==> src/hdl/u8sd_pkg.sv <==
// package for the utf-8 stream decoder: field widths, byte masks and the decode result type
`timescale 1ns / 1ps

package u8sd_pkg;

  localparam int unsigned ByteW    = 8;
  localparam int unsigned CpW      = 21;
  localparam int unsigned PendW    = 2;

  // lead byte class masks and match patterns
  localparam logic [ByteW-1:0] AsciiMask  = 8'h80;
  localparam logic [ByteW-1:0] Lead2Mask  = 8'hE0;
  localparam logic [ByteW-1:0] Lead2Pat   = 8'hC0;
  localparam logic [ByteW-1:0] Lead3Mask  = 8'hF0;
  localparam logic [ByteW-1:0] Lead3Pat   = 8'hE0;
  localparam logic [ByteW-1:0] Lead4Mask  = 8'hF8;
  localparam logic [ByteW-1:0] Lead4Pat   = 8'hF0;

  // replacement character for a bad lead byte
  localparam logic [CpW-1:0]   BadLeadCp  = 21'h00003F;

  // continuation counts
  localparam logic [PendW-1:0] PendNone   = 2'd0;
  localparam logic [PendW-1:0] PendOne    = 2'd1;
  localparam logic [PendW-1:0] PendTwo    = 2'd2;
  localparam logic [PendW-1:0] PendThree  = 2'd3;

  typedef struct packed {
    logic             emit;
    logic [CpW-1:0]   code_point;
    logic             string_end;
    logic [PendW-1:0] pending;
    logic [CpW-1:0]   partial;
  } dec_res_t;

endpackage

==> src/hdl/utf8_stream_decoder_unit.sv <==
// top level of the lenient utf-8 stream decoder: input register, decode, result register
`timescale 1ns / 1ps

//  channel | signals                                   | direction
//  --------+-------------------------------------------+----------
//  in      | in_valid_i, in_ready_o, byte_in_i[7:0]    | sink
//  out     | out_valid_o, out_ready_i, code_point_o,   | source
//          | string_end_o                              |
//
// one byte per cycle sustained while no stalled result holds the input register; a
// byte's result, if any, is decoded from the input register into the result register
// reset clears the valid flags and the decode state (no bytes pending, partial zero)
// a stalled result holds the input register only while that register's byte would
// need to overwrite it; bytes that complete nothing still advance
module utf8_stream_decoder_unit (
  input  logic                       clk_i,
  input  logic                       rst_ni,
  input  logic                       in_valid_i,
  output logic                       in_ready_o,
  input  logic [u8sd_pkg::ByteW-1:0] byte_in_i,
  output logic                       out_valid_o,
  input  logic                       out_ready_i,
  output logic [u8sd_pkg::CpW-1:0]   code_point_o,
  output logic                       string_end_o
);
  import u8sd_pkg::*;

  // input register
  logic             in_vld_q;
  logic [ByteW-1:0] byte_q;

  // decode state
  logic [PendW-1:0] pend_q, pend_d;
  logic [CpW-1:0]   part_q, part_d;

  // result register
  logic             out_vld_q, out_vld_d;
  logic [CpW-1:0]   cp_q;
  logic             end_q;

  dec_res_t res;
  logic     out_free;
  logic     advance;

  u8sd_decode u_decode (
    .byte_i    (byte_q),
    .pending_i (pend_q),
    .partial_i (part_q),
    .res_o     (res)
  );

  // result slot is free when empty or being taken this cycle
  assign out_free   = !out_vld_q || out_ready_i;
  // the held byte moves on unless it makes a result with nowhere to go
  assign advance    = in_vld_q && (out_free || !res.emit);
  assign in_ready_o = !in_vld_q || advance;

  always_comb begin
    pend_d    = pend_q;
    part_d    = part_q;
    out_vld_d = out_vld_q && !out_ready_i;
    if (advance) begin
      pend_d = res.pending;
      part_d = res.partial;
      if (res.emit) begin
        out_vld_d = 1'b1;
      end
    end
  end

  always_ff @(posedge clk_i or negedge rst_ni) begin
    if (!rst_ni) begin
      in_vld_q  <= 1'b0;
      pend_q    <= PendNone;
      part_q    <= '0;
      out_vld_q <= 1'b0;
    end else begin
      if (in_ready_o) begin
        in_vld_q <= in_valid_i;
      end
      pend_q    <= pend_d;
      part_q    <= part_d;
      out_vld_q <= out_vld_d;
    end
  end

  // payload registers, no reset
  always_ff @(posedge clk_i) begin
    if (in_ready_o && in_valid_i) begin
      byte_q <= byte_in_i;
    end
    if (advance && res.emit) begin
      cp_q  <= res.code_point;
      end_q <= res.string_end;
    end
  end

  assign out_valid_o  = out_vld_q;
  assign code_point_o = cp_q;
  assign string_end_o = end_q;

endmodule

==> src/hdl/u8sd_decode.sv <==
// combinational next-state and result logic for one byte of the utf-8 stream
`timescale 1ns / 1ps

module u8sd_decode (
  input  logic [u8sd_pkg::ByteW-1:0] byte_i,
  input  logic [u8sd_pkg::PendW-1:0] pending_i,
  input  logic [u8sd_pkg::CpW-1:0]   partial_i,
  output u8sd_pkg::dec_res_t         res_o
);
  import u8sd_pkg::*;

  logic [CpW-1:0] payload;
  logic [CpW-1:0] merged;

  // low six bits of a continuation byte, placed by how many bytes remain
  always_comb begin
    payload = '0;
    case (pending_i)
      PendOne:   payload = {15'd0, byte_i[5:0]};
      PendTwo:   payload = {9'd0, byte_i[5:0], 6'd0};
      PendThree: payload = {3'd0, byte_i[5:0], 12'd0};
      default:   payload = '0;
    endcase
  end

  assign merged = partial_i | payload;

  always_comb begin
    res_o = '{emit: 1'b0, code_point: '0, string_end: 1'b0,
              pending: pending_i, partial: partial_i};
    if (pending_i != PendNone) begin
      res_o.partial = merged;
      res_o.pending = pending_i - PendOne;
      if (pending_i == PendOne) begin
        res_o.emit       = 1'b1;
        res_o.code_point = merged;
      end
    end else if (byte_i == '0) begin
      res_o.emit       = 1'b1;
      res_o.string_end = 1'b1;
    end else if ((byte_i & AsciiMask) == '0) begin
      res_o.emit       = 1'b1;
      res_o.code_point = {13'd0, byte_i};
    end else if ((byte_i & Lead2Mask) == Lead2Pat) begin
      res_o.partial = {10'd0, byte_i[4:0], 6'd0};
      res_o.pending = PendOne;
    end else if ((byte_i & Lead3Mask) == Lead3Pat) begin
      res_o.partial = {5'd0, byte_i[3:0], 12'd0};
      res_o.pending = PendTwo;
    end else if ((byte_i & Lead4Mask) == Lead4Pat) begin
      res_o.partial = {byte_i[2:0], 18'd0};
      res_o.pending = PendThree;
    end else begin
      res_o.emit       = 1'b1;
      res_o.code_point = BadLeadCp;
    end
  end

endmodule
==> config.mk <==
export PLATFORM = sky130hd
export DESIGN_NAME = utf8_stream_decoder_unit
export DESIGN_NICKNAME = d
export VERILOG_FILES = /design/src/hdl/u8sd_pkg.sv /design/src/hdl/utf8_stream_decoder_unit.sv /design/src/hdl/u8sd_decode.sv
export SDC_FILE = /design/constraint.sdc
export NUM_CORES = 1
export LEC_CHECK = 0
export BUFFER_PORTS_ARGS = -buffer_cell sky130_fd_sc_hd__buf_2
export CAP_MARGIN = 20
export CORE_MARGIN = 2
export CORE_UTILIZATION = 55
export DETAILED_ROUTE_END_ITERATION = 10
export HOLD_SLACK_MARGIN = 0.08
export PLACE_DENSITY_LB_ADDON = 0.3
export SETUP_SLACK_MARGIN = 0.4
export SKIP_LAST_GASP = 1
export SLEW_MARGIN = 20
export SYNTH_ARGS = -nofsm -noshare
export SYNTH_HDL_FRONTEND = slang
export SYNTH_SLANG_ARGS = --single-unit
==> constraint.sdc <==
create_clock -name clk_i -period 3.55 [get_ports clk_i]
set_input_delay 0.71 -clock clk_i [delete_from_list [all_inputs] [get_ports clk_i]]
set_output_delay 0.71 -clock clk_i [all_outputs]
set_load 0.03 [all_outputs]
* Yosys cells after proc, flatten, opt, wreduce, memory -nomap -nowiden *
Cells that the tools add are included.

cells by class
  reduce and logical (&&, ||, !) cells = 16
  equal/unequal tests = 8
  multiplexer cells = 18
  bitwise gates (word level) = 1
  add/subtract/negate cells = 1

operators with widths
  cell                                                                     number
  23-bit two-way mux                                                       6
  22-bit two-way mux                                                       6
  18-bit one-hot mux with 3 select lines                                   1
  21-bit two-way mux                                                       1
  21-bit by 18-bit OR with 21-bit output                                   1
  8-bit logical NOT                                                        2
  5-bit == test, second input constant                                     1
  2-bit == test, second input constant                                     2
  4-bit == test, second input constant                                     1
  1-bit logical AND                                                        4
  1-bit logical NOT                                                        4
  1-bit two-way mux                                                        4
  2-bit by 1-bit inequality test with 1-bit output, second input constant  2
  4-bit AND reduction                                                      1
  4-bit nonzero test                                                       1
  3-bit == test, second input constant                                     1
  1-bit logical OR                                                         3
  2-bit by 1-bit == test with 1-bit output, second input constant          1
  2-bit nonzero test                                                       1
  2-bit by 1-bit subtractor with 2-bit output, second input constant       1

word-level totals
  register bits after elaboration = 55
  output and inout port bits = 24

* Longest topological paths before layout *
Gate-level depths: netlist (run 1).

  word-level depth = 12
  depth in mapped cells = 6
  gate-level depth less buffers = 3

* By module *
From an unflattened synthesis (run 1), not the netlist that was laid out.

unflattened totals
  cells, all modules = 270
  area total of the unflattened synthesis = 2981.6 sq um

by module, submodules not included
  module                    sequential area each (sq um)  instances  area an instance (sq um)  cells an instance
  utf8_stream_decoder_unit  1526.5                        1          2388.5                    172
  u8sd_decode               0.0                           1          593.1                     98

* Worst setup path before layout (run 1) *
Ideal clock, no wire load.

  path type = input port to flip-flop
  start = input out_ready_i
  end = register cp_q[0] (netlist: code_point_o[0]), enable pin
  stages = 3
  data arrival time = 2.165 ns
  data required time = 3.147 ns
  path buffers = 1
  slack = 0.982 ns
  setup time = 0.403 ns
  cell sequence = nand2b_1 clkbuf_1 nor2b_1

between the ends
  cells in the longest elaborated chain, start to end = 4

RTL lines
  item                    line                            RTL
  start: declaration      utf8_stream_decoder_unit.sv:22  input logic out_ready_i,
  1-bit logical OR        utf8_stream_decoder_unit.sv:53  assign out_free = !out_vld_q || out_ready_i;
  1-bit logical OR        utf8_stream_decoder_unit.sv:55  assign advance = in_vld_q && (out_free || !res.emit);
  1-bit logical AND       utf8_stream_decoder_unit.sv:55
  1-bit logical AND       utf8_stream_decoder_unit.sv:92  if (advance && res.emit) begin
  end signal: assignment  utf8_stream_decoder_unit.sv:93  cp_q <= res.code_point;
  end: declaration        utf8_stream_decoder_unit.sv:38  logic [CpW-1:0] cp_q;

No other way between the ends.
A chain may end at the register's enable or synchronous reset.

* Worst setup path in the final report (run 1) *
  start = register in_vld_q
  end = output in_ready_o

between the ends
  cells in the longest elaborated chain, start to end = 2

RTL lines
  item                                                           line                                                            RTL
  start: declaration                                             utf8_stream_decoder_unit.sv:29                                  logic in_vld_q;
  start signal: assignment                                       utf8_stream_decoder_unit.sv:79                                  in_vld_q <= in_valid_i;
  1-bit logical NOT / 1-bit logical AND (equally long branches)  utf8_stream_decoder_unit.sv:56, utf8_stream_decoder_unit.sv:55
  1-bit logical OR (*)                                           utf8_stream_decoder_unit.sv:56                                  assign in_ready_o = !in_vld_q || advance;
  end: declaration                                               utf8_stream_decoder_unit.sv:19                                  output logic in_ready_o,

Every way passes the cells marked *; elsewhere a longest branch is shown, timed or not.

==> results of run 1 <==
==> power by group through the flow <==
stage | Combinational, mW | Sequential, mW | Clock (mW)
final | 0.563 | 1.03 | 0.345
after global routing | 0.621 | 1.05 | 0.374
after CTS | 0.566 | 1.03 | 0.352
after detailed placement | 0.566 | 1.04 | 0
after global placement | 0.549 | 1.03 | 0
after floorplan | 0.329 | 1.11 | 0
==> metal layers <==
layer	track usage	vias up
met5	0	-
met4	0.0750	0
met3	0.0395	4
met2	0.319	57
met1	0.261	715
li1	-	705
==> logic make-up after synthesis <==
| group | count (synthesis) | share of synthesized area |
|---|---|---|
| compound gates | 40 | 0.143 |
| buf+inv | 16 | 0.0405 |
| flops | 55 | 0.668 |
| simple gates | 59 | 0.148 |
==> sequential cells by signal, summed over array words and instances, names as in the netlist <==
register      count
out_valid_o       1
pend_q            2
part_q           21
in_vld_q          1
byte_q            8
code_point_o     21
string_end_o      1
==> worst paths after layout <==
path	from	endpoint	slack [ns]
setup / recovery	in_vld_q$_DFFE_PN0P_	in_ready_o	0.85
hold / removal	rst_ni	part_q[0]$_DFFE_PN0P_	0.39
setup reg to reg	byte_q[3]$_DFFE_PP_	byte_q[4]$_DFFE_PP_	1.53
hold reg to reg	part_q[20]$_DFFE_PN0P_	part_q[20]$_DFFE_PN0P_	0.50
max in group asynchronous	rst_ni	part_q[6]$_DFFE_PN0P_	2.80
min in group clk_i	part_q[20]$_DFFE_PN0P_	part_q[20]$_DFFE_PN0P_	0.50
==> cell type report <==
class,instances,area share
tap,50,0.0245
inverter,2,0.00294
multi-input combinational,99,0.263
clock buffer,7,0.0338
timing repair buffer,37,0.0745
clock inverter,1,0.00343
sequential,55,0.598
==> cell usage in the layout, fill, tap and decap left out, types with 4 or more instances in the layout <==
cell type  count
a41oi_1        8
clkbuf_8       6
a32o_1         7
a21oi_1        4
buf_2         35
a211oi_1       4
nand2_1        5
nor3_1        10
dfrtp_1       25
nand2b_1       4
o22ai_1        4
edfxtp_1      30
nor2_1        10
and2_1        14
==> metrics by stage <==
stage               utilization  hold WS [ns]  setup slack (ns)
floorplan                     -         0.414             0.982
CTS                       0.637         0.410             0.867
global placement          0.614         0.473              1.22
finish                    0.638         0.392             0.845
global route              0.638         0.423             0.761
detailed placement        0.614         0.484              1.19
==> impl_metrics.env, run 1 <==
export IMPL_die_area_um2=4690
export IMPL_grt_use_total=0.196
export IMPL_outcome="finished, final reports clean"
export IMPL_drt_initial_drc_count=84
export IMPL_synth_net_count=182
export IMPL_syn_area_um2=2280
export IMPL_async_flop_share=0.455
export IMPL_io_pins=36
export IMPL_vias_per_cell=5.90
export IMPL_highest_layer="met4"
export IMPL_clockBufferDepth=2
export IMPL_fin_cells=251
export IMPL_grt_start_max_net_pins=26
export IMPL_crit_family="flip-flops"
export IMPL_seq_power_share=0.531
export IMPL_ys_warn_count=0
export IMPL_yosysMostFrequentCell="edfxtp_1"
export IMPL_pwr_share_comb=0.291
export IMPL_worstPathMaxFanout=20
export IMPL_slowest_stage="dfrtp_1"
export IMPL_final_min_clock_period_ns=2.70
export IMPL_avgRoutedWirePerCell_um=16.6
export IMPL_powerDensity_nw_per_um2=759
export IMPL_cts_hold_buf=0
export IMPL_p_sw_frac=0.348
export IMPL_p_switching_mw=0.674
export IMPL_crit_arrival_ns=1.99
export IMPL_htree_levels=2
export IMPL_cts_sinks=55
export IMPL_critPathLaunchType="register"
export IMPL_synth_avg_cell_area_um2=13.4
export IMPL_clk_pin_slew_worst_paths_ns=0.09
export IMPL_fin_tns_setup_ns=0
export IMPL_synth_seq_cells=55
export IMPL_synth_cells=170
export IMPL_grt_pass1_vias=1420
export IMPL_cts_tree="yes"
export IMPL_dpl_cell_count=243
export IMPL_relSlewSlack=0.426
export IMPL_intPower_mw=1.26
export IMPL_ys_flop_type="edfxtp_1"
export IMPL_placement_rows=23
export IMPL_cp_cell_sequence="o311ai_0, buf_4, or2_2, buf_2"
export IMPL_clock_fmax_ghz=0.370
export IMPL_drc=0
export IMPL_synth_largest_area_cell="edfxtp_1"
export IMPL_route_met2_wl_um=2090
export IMPL_nFillCells=311
export IMPL_placedInstanceArea_um2=2450
export IMPL_cts_setup_buffers=0
export IMPL_clock_power_share=0.178
export IMPL_ir_worst_vdd_v=0.000345
export IMPL_firstDrtPassIters=4
export IMPL_gp_congestion=0.901
export IMPL_final_area_um2=2550
export IMPL_antenna_cells=0
export IMPL_ys_seq_area_frac=0.668
export IMPL_worstSkewPairLatency_ns=0.29
export IMPL_core_um2=4000
export IMPL_cap_violations=0
export IMPL_endpoint_kind="output port"
export IMPL_m1WireLength_um=1770
export IMPL_synth_cell_type_count=38
export IMPL_ff2ff_path_depth=4
export IMPL_vias=1481
export IMPL_root_buffer="clkbuf_8"
export IMPL_synth_edff_count=30
export IMPL_die_x_um=68.5
export IMPL_hold_path_class="in -> async"
export IMPL_cellLeakagePower_nw=1.02
export IMPL_seqCellArea_um2=1530
export IMPL_min_period_over_period=0.762
export IMPL_finClkSkew_ns=0.00280
export IMPL_drive_gt1_frac=0.279
export IMPL_hold_viol_final=0
export IMPL_netlist_top_cells_area="edfxtp_1, dfrtp_1, and2_1"
export IMPL_rsz0062_at_grt="false"
export IMPL_multi_input_area_um2=671
export IMPL_initial_utilization=0.571
export IMPL_worst_slew_pin_slew_ns=0.854
export IMPL_ctsResizeCount=0
export IMPL_path_buf_inv=2
export IMPL_slowest_delay_ns=0.76
export IMPL_cp_depth=4
export IMPL_wirelength_um=4170
export IMPL_gr_total_overflow=0
export IMPL_crit_required_ns=2.84
export IMPL_hpwl_um=2910
export IMPL_port_buffers=35
export IMPL_synthToLayoutAreaGrowth_pct=11.7
export IMPL_maxSlewViolCount=0
export IMPL_die_h_um=68.5
export IMPL_nets=212
export IMPL_wl_met3_um=269
export IMPL_antenna_found_initial=0
export IMPL_grt_first_pass_wirelength_um=6640
export IMPL_setup_viol_count_final=0
export IMPL_cts_buffers=5
export IMPL_synthTopCellsByCount="edfxtp_1, dfrtp_1, and2_1"
export IMPL_yosys_area_top_type_share=0.394
export IMPL_critical_path_class="reg -> out"
export IMPL_p_total_mw=1.94
export IMPL_ant_nets=0
Power figures use the tool's default switching activity.
==> inputs of run 2 (changes only) <==
Settings changed: ABC_AREA from default to 1, CORE_UTILIZATION 55 to 51.
Clock period 3.55 ns to 2.3 ns, I/O delays scaled along.
==> run 2 against run 1 <==
Effect of this change:
- highest routed layer unchanged
- clock-buffer cell count is 2 lower
- design area increased by 14%
- die area rose by 15%
- cell count grew 44%
- synthesized cell count is 49% higher
- hold slack lost 0.27 ns
- register-to-register slack worse by 1.0 ns
==> impl_metrics.env, run 2 <==
export IMPL_slowest_stage="dfrtp_2"
export IMPL_clk_pin_slew_worst_paths_ns=0.10
export IMPL_fin_tns_setup_ns=0
export IMPL_top_usage_layer="met2"
export IMPL_synthToLayoutAreaGrowth_pct=18.6
export IMPL_layout_commonest_cell="nand2_1"
export IMPL_relSlewSlack=0.579
export IMPL_endpoint_kind="output port"
export IMPL_worst_slew_pin_slew_ns=0.631
export IMPL_fin_cells=362
export IMPL_vias=1857
export IMPL_cp_cell_sequence="nor2_4, nand2_4, nand2_4, nand3_4, buf_6"
export IMPL_synth_largest_area_cell="edfxtp_1"
export IMPL_ff2ff_path_depth=8
export IMPL_cellLeakagePower_nw=1.28
export IMPL_gp_congestion=0.941
export IMPL_htree_levels=2
export IMPL_slowest_delay_ns=0.46
export IMPL_initial_utilization=0.523
export IMPL_netlist_top_cells_area="edfxtp_1, dfrtp_1, nand2_1"
export IMPL_io_pins=36
export IMPL_cts_buffers=5
export IMPL_outcome="finished, final reports clean"
export IMPL_worstSkewPairLatency_ns=0.32
export IMPL_grt_pass1_vias=1732
export IMPL_drt_initial_drc_count=194
export IMPL_synthTopCellsByCount="nand2_1, inv_1, edfxtp_1"
export IMPL_die_x_um=73.4
export IMPL_hpwl_um=3370
export IMPL_powerDensity_nw_per_um2=1310
export IMPL_place_ws_ns=0.199
export IMPL_reg2reg_from="byte_q[5]$_DFFE_PP_"
export IMPL_wirelength_um=5070
export IMPL_grt_start_max_net_pins=29
export IMPL_ys_seq_area_frac=0.621
export IMPL_firstDrtPassIters=4
export IMPL_drive_gt1_frac=0.250
export IMPL_vias_per_cell=5.13
export IMPL_hold_viol_final=0
export IMPL_cts_sinks=55
export IMPL_setup_viol_count_final=0
export IMPL_cts_tree="yes"
export IMPL_async_flop_share=0.455
export IMPL_use_met1=0.296
export IMPL_rr_endpoint="code_point_o[15]$_SDFFCE_PN0P_"
export IMPL_syn_area_um2=2460
export IMPL_min_period_over_period=0.803
export IMPL_yosys_area_top_type_share=0.367
export IMPL_clockBufferDepth=2
export IMPL_placedInstanceArea_um2=2690
export IMPL_final_min_clock_period_ns=1.85
export IMPL_clock_fmax_ghz=0.542
export IMPL_synth_net_count=266
export IMPL_path_buf_inv=1
export IMPL_crit_family="flip-flops"
export IMPL_drc=0
export IMPL_antenna_found_initial=0
export IMPL_yosysMostFrequentCell="nand2_1"
export IMPL_placement_rows=25
export IMPL_antenna_cells=0
export IMPL_grt_use_met3=0.0480
export IMPL_ant_nets=0
export IMPL_critical_path_class="reg -> out"
export IMPL_crit_arrival_ns=1.39
export IMPL_ir_worst_vdd_v=0.000461
export IMPL_nets=319
export IMPL_grt_use_total=0.211
export IMPL_synth_cell_type_count=24
export IMPL_synth_cells=254
export IMPL_cap_violations=0
export IMPL_hold_path_class="in -> async"
export IMPL_maxSlewViolCount=0
export IMPL_ys_warn_count=0
export IMPL_layout_setup_ws_ns=0.454
export IMPL_final_cell_mix="nand2_1, buf_2, inv_1, edfxtp_1, dfrtp_1"
export IMPL_die_area_um2=5390
export IMPL_r2r_setup_slack_ns=0.50
export IMPL_avgRoutedWirePerCell_um=14.0
export IMPL_cts_hold_buf=0
export IMPL_port_buffers=35
export IMPL_synth_avg_cell_area_um2=9.67
export IMPL_critPathMostFrequentCell="nand2_4"
export IMPL_finClkSkew_ns=0.00741
export IMPL_root_buffer="clkbuf_8"
export IMPL_final_area_um2=2910
export IMPL_critPathLaunchType="register"
export IMPL_synth_seq_cells=55
export IMPL_rsz0062_at_grt="true"
export IMPL_core_um2=4690
export IMPL_ys_flop_type="edfxtp_1"
export IMPL_grt_first_pass_wirelength_um=8240
export IMPL_die_h_um=73.4
export IMPL_synth_edff_count=30
export IMPL_gr_total_overflow=0
export IMPL_grtUsageMet2=0.316
export IMPL_worstPathMaxFanout=5
export IMPL_dpl_cell_count=341
export IMPL_crit_required_ns=1.84
==> run 2: changes by cell type after synthesis, sizes merged, moves of 7 or more <==
cell	change
nor2	+14
a41oi	-8
and2	-14
nand2	+57
o21ai	+36
inv	+31
nand3	+11
a32o	-7
==> run 2: worst max path at each step <==
stage / cells after the start / to / startpoint
CTS: 7 / in_ready_o / byte_q[7]$_DFFE_PP_
finish: 5 / in_ready_o / pend_q[1]$_DFFE_PN0P_
detailed placement: 8 / code_point_o[3]$_DFFE_PP_ / byte_q[7]$_DFFE_PP_
global route: 6 / part_q[14]$_DFFE_PN0P_ / pend_q[1]$_DFFE_PN0P_
global placement: 8 / code_point_o[8]$_SDFFCE_PN0P_ / byte_q[7]$_DFFE_PP_
floorplan: 8 / code_point_o[0]$_DFFE_PP_ / byte_q[7]$_DFFE_PP_
==> run 2: cell families after synthesis <==
logic type / count (synthesis) / synth area share
and+or+nand+nor: 108 / 0.196
DFF: 55 / 0.621
buffers and inverters: 42 / 0.0734
AOI/OAI and AO/OA: 49 / 0.110
==> run 2: layout make-up <==
type                            instances  area, µm²
Timing Repair Buffer                   51        302
Fill cell                             391       1780
Clock buffer                            5       68.8
Multi-Input combinational cell        157        773
Clock inverter                          3       23.8
Inverter                               35        136
Sequential cell                        55       1530
Tap cell                               54       67.6
Timing Repair inverter                  2       15.0
==> run 2: per-stage QoR <==
step           hold WS, ns  power, mW  utilization
2_1_floorplan        0.164       2.73            -
3_3_place_gp         0.456       3.06        0.574
3_5_place_dp         0.460       3.09        0.574
4_1_cts              0.158       3.72        0.611
5_1_grt              0.176       4.07        0.621
6_report             0.119       3.80        0.621
==> run 2: routing by layer <==
| layer | up-vias | wire (µm) | part of all wire |
|---|---|---|---|
| met1 | 844 | 2280 | 0.45 |
| met4 | 0 | 140 | 0.028 |
| met5 | - | 0 | 0 |
| met3 | 12 | 304 | 0.060 |
| li1 | 931 | - | - |
| met2 | 70 | 2340 | 0.46 |
==> run 2: report_power, final <==
group / total [mW] / internal (mW) / switching (mW) / leakage [nW]
clock network: 0.547 / 0.218 / 0.328 / 0.0408
logic: 1.68 / 0.512 / 1.17 / 0.623
registers: 1.58 / 1.43 / 0.142 / 0.615
==> run 2: timing repair <==
action | CTS | global route
pin swaps | 2 | 2
setup endpoints to repair | 23 | 30
setup buffers | 7 | 4
gates cloned | 2 | 0
gates resized for setup | 6 | 5
